**src/rtl/mmv_pkg.sv**
```systemverilog
`default_nettype none
// ============================================================================
// mmv_pkg: shared constants for the masked mean and variance block
// Result field widths, saturation limits and the packed result layout.
// ============================================================================
package mmv_pkg;

    // Result field widths, fixed by the result format.
    localparam int MEAN_W  = 24;
    localparam int VAR_W   = 39;
    localparam int COUNT_W = 21;

    // Result transaction data width: fields packed from bit 0, padded to bytes.
    localparam int M_TDATA_W = ((MEAN_W + VAR_W + COUNT_W + 7) / 8) * 8;

    // Saturation limits of the result fields.
    localparam logic [MEAN_W-1:0] MEAN_MAX = 24'h7F_FFFF;
    localparam logic [MEAN_W-1:0] MEAN_MIN = 24'h80_0000;
    localparam logic [VAR_W-1:0]  VAR_MAX  = 39'h7F_FFFF_FFFF;

endpackage : mmv_pkg
`default_nettype wire

```
**src/rtl/masked_mean_variance.sv**
```systemverilog
`default_nettype none
// ============================================================================
// masked_mean_variance: masked sample mean and sample variance of a frame
// Accumulates masked samples and, at the end of each frame, divides out the
// mean and the unbiased variance with one shared add/subtract unit.
// ============================================================================
// Samples stream in on the slave side, one transaction per clock while the
// block is collecting a frame. tuser is the mask bit: only samples with it set
// enter the exact count, sum and sum of squares, and once the count reaches
// MAX_ITEMS further samples are ignored. The transaction with tlast set ends
// the frame (its own sample is included first). The block then stops taking
// samples and works out the result with a single 75-bit adder/subtractor
// (default sizes) driven by a small sequencer: a restoring divide for the
// mean, three shift-and-add multiplies for count*(count-1), count*sumsq and
// sum^2 (the last one subtracted from the product), and a restoring divide
// for the variance, one bit per clock. Each divide yields QW quotient bits,
// where QW = CNT_W + SQ_W + FRACTION_BITS; the two divides are the longest
// steps. A frame with fewer than two included samples skips the arithmetic.
// In either case the slave side also stays held off while the previous
// result still waits on m_axis_tready, because the last step of the
// sequence hands the new result to the output register.
// The finished result sits in an output register, so a new frame may start
// while the result waits on m_axis_tready. Mean and variance carry
// FRACTION_BITS fraction bits; the mean truncates toward zero, the variance
// rounds down, and both saturate to their fields. With fewer than two
// included samples both are zero and tuser (too_few) is set; the count is
// still reported. All accumulators clear when the result is handed over.
// ============================================================================
module masked_mean_variance
    import mmv_pkg::*;
#(
    parameter int MAX_ITEMS     = 1048576,
    parameter int SAMPLE_BITS   = 16,
    parameter int FRACTION_BITS = 8
) (
    input  wire logic                                 aclk,
    input  wire logic                                 aresetn,
    // Sample channel.
    input  wire logic                                 s_axis_tvalid,
    output logic                                      s_axis_tready,
    // tdata: sample (signed, SAMPLE_BITS) from bit 0, zero padded to bytes.
    input  wire logic [((SAMPLE_BITS+7)/8)*8-1:0]     s_axis_tdata,
    // tuser: include_req, the mask bit.
    input  wire logic                                 s_axis_tuser,
    // tlast: last sample of the frame.
    input  wire logic                                 s_axis_tlast,
    // Result channel.
    output logic                                      m_axis_tvalid,
    input  wire logic                                 m_axis_tready,
    // tdata: mean_value [23:0], variance_value [62:24],
    //        included_count [83:63], zero padding above.
    output logic [M_TDATA_W-1:0]                      m_axis_tdata,
    // tuser: too_few.
    output logic                                      m_axis_tuser
);

    // Internal widths, all following from the parameters.
    localparam int CNT_W   = $clog2(MAX_ITEMS + 1);
    localparam int SUM_W   = SAMPLE_BITS + CNT_W;
    localparam int SQ_W    = 2 * SAMPLE_BITS + CNT_W - 1;
    localparam int A_W     = CNT_W + SQ_W;
    localparam int PROD_W  = ((A_W > 2 * SUM_W) ? A_W : 2 * SUM_W) + 1;
    localparam int DEN_W   = 2 * CNT_W;
    localparam int QW      = A_W + FRACTION_BITS;
    localparam int QX_W    = (QW > 40) ? QW : 40;
    localparam int STEP_W  = $clog2(QW);

    typedef enum logic [2:0] {
        S_IDLE,
        S_START,
        S_DM,
        S_DEN,
        S_MA,
        S_MB,
        S_DV,
        S_DONE
    } state_t;

    state_t                    state_reg, state_next;
    logic signed [SUM_W-1:0]   sum_reg, sum_next;
    logic [SQ_W-1:0]           sumsq_reg, sumsq_next;
    logic [CNT_W-1:0]          cnt_reg, cnt_next;
    logic signed [PROD_W-1:0]  prod_reg, prod_next;
    logic [PROD_W-2:0]         mcand_reg, mcand_next;
    logic [SUM_W-1:0]          mplier_reg, mplier_next;
    logic [DEN_W-1:0]          rem_reg, rem_next;
    logic [QW-1:0]             quo_reg, quo_next;
    logic [DEN_W-1:0]          dvsr_reg, dvsr_next;
    logic [STEP_W-1:0]         step_reg, step_next;
    logic [MEAN_W-1:0]         mean_res_reg, mean_res_next;
    logic [VAR_W-1:0]          var_res_reg, var_res_next;
    logic                      m_valid_reg, m_valid_next;
    logic [M_TDATA_W-1:0]      m_data_reg, m_data_next;
    logic                      m_user_reg, m_user_next;

    logic                      s_accept;
    logic signed [SAMPLE_BITS-1:0] smp;
    logic [SAMPLE_BITS-1:0]    smp_mag;
    logic [2*SAMPLE_BITS-1:0]  smp_sq;
    logic [SUM_W-1:0]          sum_mag;
    logic                      too_few;

    // Shared add/subtract unit.
    logic [PROD_W-1:0]         alu_a, alu_b, alu_res;
    logic                      alu_sub;
    logic [DEN_W:0]            rem_shift;
    logic                      div_ge;
    logic [DEN_W-1:0]          rem_step;
    logic [QW-1:0]             quo_step;
    logic [QX_W-1:0]           quo_ext;
    logic signed [PROD_W-1:0]  prod_step;
    logic [MEAN_W-1:0]         mean_sat;
    logic [VAR_W-1:0]          var_sat;

    assign s_axis_tready = (state_reg == S_IDLE);
    assign s_accept      = s_axis_tvalid && s_axis_tready;
    assign m_axis_tvalid = m_valid_reg;
    assign m_axis_tdata  = m_data_reg;
    assign m_axis_tuser  = m_user_reg;

    // Sample magnitude and its square for the sum of squares.
    assign smp     = signed'(s_axis_tdata[SAMPLE_BITS-1:0]);
    assign smp_mag = smp[SAMPLE_BITS-1] ? SAMPLE_BITS'(-smp) : SAMPLE_BITS'(smp);
    assign smp_sq  = smp_mag * smp_mag;

    assign sum_mag = sum_reg[SUM_W-1] ? SUM_W'(-sum_reg) : SUM_W'(sum_reg);
    assign too_few = (cnt_reg < CNT_W'(2));

    // The divide states feed the partial remainder; the multiply states feed
    // the product and the shifted multiplicand.
    assign rem_shift = {rem_reg, quo_reg[QW-1]};

    always_comb begin
        if (state_reg == S_DM || state_reg == S_DV) begin
            alu_a   = PROD_W'(rem_shift);
            alu_b   = PROD_W'(dvsr_reg);
            alu_sub = 1'b1;
        end else begin
            alu_a   = prod_reg;
            alu_b   = {1'b0, mcand_reg};
            alu_sub = (state_reg == S_MB);
        end
        alu_res = alu_a + (alu_sub ? ~alu_b : alu_b) + PROD_W'(alu_sub);
    end

    assign div_ge    = !alu_res[PROD_W-1];
    assign rem_step  = div_ge ? alu_res[DEN_W-1:0] : rem_shift[DEN_W-1:0];
    assign quo_step  = {quo_reg[QW-2:0], div_ge};
    assign quo_ext   = QX_W'(quo_step);
    assign prod_step = mplier_reg[0] ? signed'(alu_res) : prod_reg;

    // Saturation of the final quotients.
    always_comb begin
        if (sum_reg[SUM_W-1]) begin
            mean_sat = (quo_ext > QX_W'(MEAN_MIN)) ? MEAN_MIN
                                                   : MEAN_W'(-quo_ext[MEAN_W-1:0]);
        end else begin
            mean_sat = (quo_ext > QX_W'(MEAN_MAX)) ? MEAN_MAX : quo_ext[MEAN_W-1:0];
        end
        var_sat = (quo_ext > QX_W'(VAR_MAX)) ? VAR_MAX : quo_ext[VAR_W-1:0];
    end

    // Sequencer.
    always_comb begin
        state_next    = state_reg;
        sum_next      = sum_reg;
        sumsq_next    = sumsq_reg;
        cnt_next      = cnt_reg;
        prod_next     = prod_reg;
        mcand_next    = mcand_reg;
        mplier_next   = mplier_reg;
        rem_next      = rem_reg;
        quo_next      = quo_reg;
        dvsr_next     = dvsr_reg;
        step_next     = step_reg;
        mean_res_next = mean_res_reg;
        var_res_next  = var_res_reg;
        m_valid_next  = m_valid_reg;
        m_data_next   = m_data_reg;
        m_user_next   = m_user_reg;

        if (m_valid_reg && m_axis_tready) begin
            m_valid_next = 1'b0;
        end

        unique case (state_reg)
            S_IDLE: begin
                if (s_accept) begin
                    if (s_axis_tuser && (cnt_reg < CNT_W'(MAX_ITEMS))) begin
                        sum_next   = sum_reg + SUM_W'(smp);
                        sumsq_next = sumsq_reg + SQ_W'(smp_sq);
                        cnt_next   = cnt_reg + CNT_W'(1);
                    end
                    if (s_axis_tlast) begin
                        state_next = S_START;
                    end
                end
            end
            S_START: begin
                if (too_few) begin
                    mean_res_next = '0;
                    var_res_next  = '0;
                    state_next    = S_DONE;
                end else begin
                    rem_next   = '0;
                    quo_next   = QW'(sum_mag) << FRACTION_BITS;
                    dvsr_next  = DEN_W'(cnt_reg);
                    step_next  = STEP_W'(QW - 1);
                    state_next = S_DM;
                end
            end
            S_DM: begin
                rem_next  = rem_step;
                quo_next  = quo_step;
                step_next = step_reg - STEP_W'(1);
                if (step_reg == '0) begin
                    mean_res_next = mean_sat;
                    prod_next     = '0;
                    mcand_next    = (PROD_W - 1)'(cnt_reg);
                    mplier_next   = SUM_W'(cnt_reg - CNT_W'(1));
                    step_next     = STEP_W'(CNT_W - 1);
                    state_next    = S_DEN;
                end
            end
            S_DEN: begin
                prod_next   = prod_step;
                mcand_next  = mcand_reg << 1;
                mplier_next = mplier_reg >> 1;
                step_next   = step_reg - STEP_W'(1);
                if (step_reg == '0) begin
                    dvsr_next   = prod_step[DEN_W-1:0];
                    prod_next   = '0;
                    mcand_next  = (PROD_W - 1)'(sumsq_reg);
                    mplier_next = SUM_W'(cnt_reg);
                    step_next   = STEP_W'(CNT_W - 1);
                    state_next  = S_MA;
                end
            end
            S_MA: begin
                prod_next   = prod_step;
                mcand_next  = mcand_reg << 1;
                mplier_next = mplier_reg >> 1;
                step_next   = step_reg - STEP_W'(1);
                if (step_reg == '0) begin
                    mcand_next  = (PROD_W - 1)'(sum_mag);
                    mplier_next = sum_mag;
                    step_next   = STEP_W'(SUM_W - 1);
                    state_next  = S_MB;
                end
            end
            S_MB: begin
                prod_next   = prod_step;
                mcand_next  = mcand_reg << 1;
                mplier_next = mplier_reg >> 1;
                step_next   = step_reg - STEP_W'(1);
                if (step_reg == '0) begin
                    // A negative difference reads as zero.
                    quo_next   = prod_step[PROD_W-1] ? '0
                               : QW'(prod_step[PROD_W-2:0]) << FRACTION_BITS;
                    rem_next   = '0;
                    step_next  = STEP_W'(QW - 1);
                    state_next = S_DV;
                end
            end
            S_DV: begin
                rem_next  = rem_step;
                quo_next  = quo_step;
                step_next = step_reg - STEP_W'(1);
                if (step_reg == '0) begin
                    var_res_next = var_sat;
                    state_next   = S_DONE;
                end
            end
            S_DONE: begin
                if (!m_valid_reg || m_axis_tready) begin
                    m_valid_next = 1'b1;
                    m_data_next  = M_TDATA_W'({COUNT_W'(cnt_reg), var_res_reg,
                                               mean_res_reg});
                    m_user_next  = too_few;
                    sum_next     = '0;
                    sumsq_next   = '0;
                    cnt_next     = '0;
                    state_next   = S_IDLE;
                end
            end
            default: begin
                state_next = S_IDLE;
            end
        endcase
    end

    always_ff @(posedge aclk) begin
        if (!aresetn) begin
            state_reg   <= S_IDLE;
            sum_reg     <= '0;
            sumsq_reg   <= '0;
            cnt_reg     <= '0;
            m_valid_reg <= 1'b0;
        end else begin
            state_reg   <= state_next;
            sum_reg     <= sum_next;
            sumsq_reg   <= sumsq_next;
            cnt_reg     <= cnt_next;
            m_valid_reg <= m_valid_next;
        end
        prod_reg     <= prod_next;
        mcand_reg    <= mcand_next;
        mplier_reg   <= mplier_next;
        rem_reg      <= rem_next;
        quo_reg      <= quo_next;
        dvsr_reg     <= dvsr_next;
        step_reg     <= step_next;
        mean_res_reg <= mean_res_next;
        var_res_reg  <= var_res_next;
        m_data_reg   <= m_data_next;
        m_user_reg   <= m_user_next;
    end

    // A frame end always starts the result sequence, which holds off samples.
    a_last_blocks: assert property (@(posedge aclk) disable iff (!aresetn)
        s_accept && s_axis_tlast |=> !s_axis_tready)
        else $error("sample accepted right after a frame end");

    // The included count never runs past the frame limit.
    a_cnt_limit: assert property (@(posedge aclk) disable iff (!aresetn)
        cnt_reg <= CNT_W'(MAX_ITEMS))
        else $error("included count beyond MAX_ITEMS");

    // A too-few result carries zero mean and variance.
    a_few_zero: assert property (@(posedge aclk) disable iff (!aresetn)
        m_axis_tvalid && m_axis_tuser |-> m_axis_tdata[MEAN_W+VAR_W-1:0] == '0)
        else $error("too_few result with nonzero mean or variance");

    // Handing over a result leaves the accumulators clear for the next frame.
    a_acc_clear: assert property (@(posedge aclk) disable iff (!aresetn)
        state_reg == S_DONE && state_next == S_IDLE |=>
            cnt_reg == '0 && sum_reg == '0 && sumsq_reg == '0)
        else $error("accumulators not cleared after a result");

endmodule : masked_mean_variance
`default_nettype wire

```
**config.mk**
```make
export PLATFORM = sky130hd
export DESIGN_NAME = masked_mean_variance
export DESIGN_NICKNAME = d
export VERILOG_FILES = /design/src/rtl/mmv_pkg.sv /design/src/rtl/masked_mean_variance.sv
export SDC_FILE = /design/constraint.sdc
export NUM_CORES = 2
export LEC_CHECK = 0
export BUFFER_PORTS_ARGS = -buffer_cell sky130_fd_sc_hd__buf_2
export CORE_MARGIN = 4
export CORE_UTILIZATION = 33
export CTS_CLUSTER_SIZE = 20
export DETAILED_ROUTE_END_ITERATION = 8
export PLACE_DENSITY = 0.45
export SLEW_MARGIN = 25
export SYNTH_ARGS = -nofsm -noshare
export SYNTH_HDL_FRONTEND = slang
export SYNTH_SLANG_ARGS = --single-unit
```
**constraint.sdc**
```tcl
create_clock -name aclk -period 11.9 [get_ports aclk]
set_clock_uncertainty 0.2 [all_clocks]
set_input_delay 2.975 -clock aclk [delete_from_list [all_inputs] [get_ports aclk]]
set_output_delay 2.975 -clock aclk [all_outputs]
set_load 0.02 [all_outputs]
```
==> flow_metrics.py <==
metrics = {
    "outcome": {
        "outcome": "complete, no violations",
    },
    "grt": {
        "grtUsageTotal_pct": 19.6,
        "antenna_found_initial": 3,
        "grt_pass1_wl_um": 215000,
        "overflow": 0,
        "grt_max_degree": 113,
        "grt_pass1_vias": 34000,
    },
    "worst_setup_path": {
        "endpoint_kind": "flip-flop",
        "path_max_fanout": 7,
        "reg2reg_depth": 27,
        "critical-path-top-delay-family": "adder cells",
        "crit_type": "primary input to flip-flop",
        "crit_buf_inv": 7,
        "critical-path-slowest-cell": "a211oi_2",
        "slowest_delay_ps": 640,
        "worstPathRequired_ps": 12270,
        "cp_common_cell": "fa_1",
        "worstSetupStartpointType": "primary input",
        "rrSetupSlack_ps": 3470,
        "worstPathArrival_ps": 11450,
        "timing.rr.end": "var_res_reg[18]",
        "reg2reg_from": "state_reg[1]",
    },
    "sta": {
        "timing.final.crit_share_pct": 93.0,
        "finalHoldViolCount": 0,
        "min_period_ps": 11070,
        "rsz0062_at_grt": "no",
        "slew_headroom_pct": 32.3,
        "final-max-slew-violation-count": 0,
        "fin_worst_hold_slack_ps": 218,
        "tightest_slew_ps": 1010,
        "finalSetupViolCount": 0,
        "worst_slack_ps": 829,
        "fmax_ghz": 0.0903,
    },
    "yosys": {
        "avgSynthCellArea_um2": 9.53,
        "synth_cells": 4681,
        "yosysTopAreaCell": "edfxtp_1",
        "synth_compound_area_share_pct": 16.6,
        "synthArstFlopShare_pct": 0,
        "yosys.area_share.simple_pct": 14.8,
        "synth_top_area_share_pct": 34.0,
        "synth_top_family_by_area": "compound AO/OA/AOI/OAI gates",
        "yosys.cell_types.count": 86,
        "synthAdderAreaFrac_pct": 15.2,
        "yosys_warnings": 0,
        "synth-edff-count": 506,
        "ys_seq_area_share_pct": 39.2,
        "yosys_most_used_dff": "edfxtp_1",
        "synth_commonest_cells": "edfxtp_1 (506), nand2_1 (459), inv_1 (404)",
        "yosysMostFrequentCell": "edfxtp_1",
        "muxShareOfSynthArea_pct": 2.70,
        "synthTopCellsByArea": "edfxtp_1 (34%), fa_1 (8.8%), ha_1 (6.4%), dfxtp_1 (5.1%), xnor2_1 (4.0%)",
        "synth_seq_cells": 620,
        "synthXorXnorAreaFrac_pct": 5.73,
        "syn_area_um2": 44600,
    },
    "finish": {
        "fin_cells": 6541,
        "multi_input_area_um2": 24800,
        "drive_above_1_share_pct": 8.93,
        "fillers": 13500,
        "seq_area_um2": 17500,
        "nets": 5155,
        "largest_reg_flops": 84,
        "area_delta_synth_final_pct": 11.8,
    },
    "placement": {
        "dp_slack_ps": 144,
        "hpwl_um": 104000,
        "dp.cells": 6398,
        "port-buffer-count": 108,
        "gp_congestion": 0.850,
    },
    "clocking": {
        "cts-resized-gates": 0,
        "clockRootBuffer": "clkbuf_16",
        "clockBufferDepth": 3,
        "holdBufCountCts": 0,
        "clock-sinks": 620,
        "clk_pin_slew_ps": 60,
        "clock_latency_ps": 660,
        "htreeDepth": 3,
        "cts_tree": "done",
        "cts_buffers": 77,
        "cts_setup_buffers": 0,
    },
    "drt": {
        "drc": 0,
        "dr.pass1.iters": 6,
        "drt_first_iter_violations": 2613,
        "ant_nets": 0,
        "finalWirelength_um": 141000,
        "wl_per_cell_um": 21.5,
        "viasPerCell": 5.24,
        "vias": 34300,
    },
    "floorplan": {
        "core_area_um2": 134000,
        "dieArea_um2": 141000,
        "die_w_um": 376,
        "initial_utilization_pct": 33.3,
        "num_rows": 134,
        "ios": 113,
        "die_y_um": 376,
    },
    "worst_hold_path": {
        "hold_path_class": "flip-flop to flip-flop",
        "hold_path_end": "m_axis_tdata[59]",
        "worstHoldPathCells": 0,
        "hp-start": "var_res_reg[35]",
    },
    "run": {
        "max-cap-violations": 0,
    },
}
cells in the final DEF (no fill, tap or decap), types with 89 or more instances in the layout:
cell type / netlist / routed
o21ai_0: 257 / 257
buf_2: 12 / 108
inv_1: 404 / 404
edfxtp_1: 506 / 506
xor2_1: 90 / 90
ha_1: 227 / 226
a21oi_1: 317 / 314
nor2b_1: 94 / 92
fa_1: 197 / 197
nor2_1: 382 / 375
buf_4: 4 / 89
dfxtp_1: 114 / 114
xnor2_1: 202 / 202
nand2_1: 459 / 458
cell type report:
class,count,area share [%]
clock inverter,48,1.10
multi-input combinational,3394,49.7
antenna,1,0.00502
clock buffer,94,4.05
timing repair buffer,200,2.53
sequential,620,35.0
tap,1768,4.43
inverter,416,3.13
cell families (layout without fill, tap and decap cells):
kind of cell / count (synthesis) / count (layout)
buffers and inverters: 680 / 758
XOR/XNOR: 292 / 292
adder cells (fa/ha/maj): 424 / 424
other: 2 / 16
AO/OA/AOI/OAI: 1149 / 1149
flip-flops: 620 / 620
AND/OR/NAND/NOR: 1399 / 1399
multiplexers: 115 / 115
worst max path at each step:
stage                    start       endpoint  cells past startpoint
6_report       s_axis_tdata[1]  sumsq_reg[51]                     31
5_1_grt        s_axis_tdata[1]  sumsq_reg[51]                     29
4_1_cts        s_axis_tdata[1]  sumsq_reg[51]                     30
3_5_place_dp   s_axis_tdata[1]  sumsq_reg[51]                     30
3_3_place_gp   s_axis_tdata[1]  sumsq_reg[51]                     30
2_1_floorplan  s_axis_tdata[0]  sumsq_reg[51]                     31
metal layers:
layer / part of all wire (%) / track usage [%] / vias to the layer above
met5: 0.0092 / 0 / -
met4: 2.2 / 4.73 / 2
met3: 5.3 / 3.26 / 157
met2: 45 / 30.8 / 779
met1: 48 / 28.0 / 16800
li1: - / - / 16500
through the flow:
step                TNS, ps  util [%]  cell area [um2]
global route              0      37.2            49900
floorplan                 0         -            44700
finish                    0      37.2            49900
global placement       -473      35.3            47300
CTS                       0      37.2            49900
detailed placement        0      35.3            47300
Power is left out: the tool's default activity adds up to more than one toggle a clock period on the data nets, which glitch-free logic cannot reach.
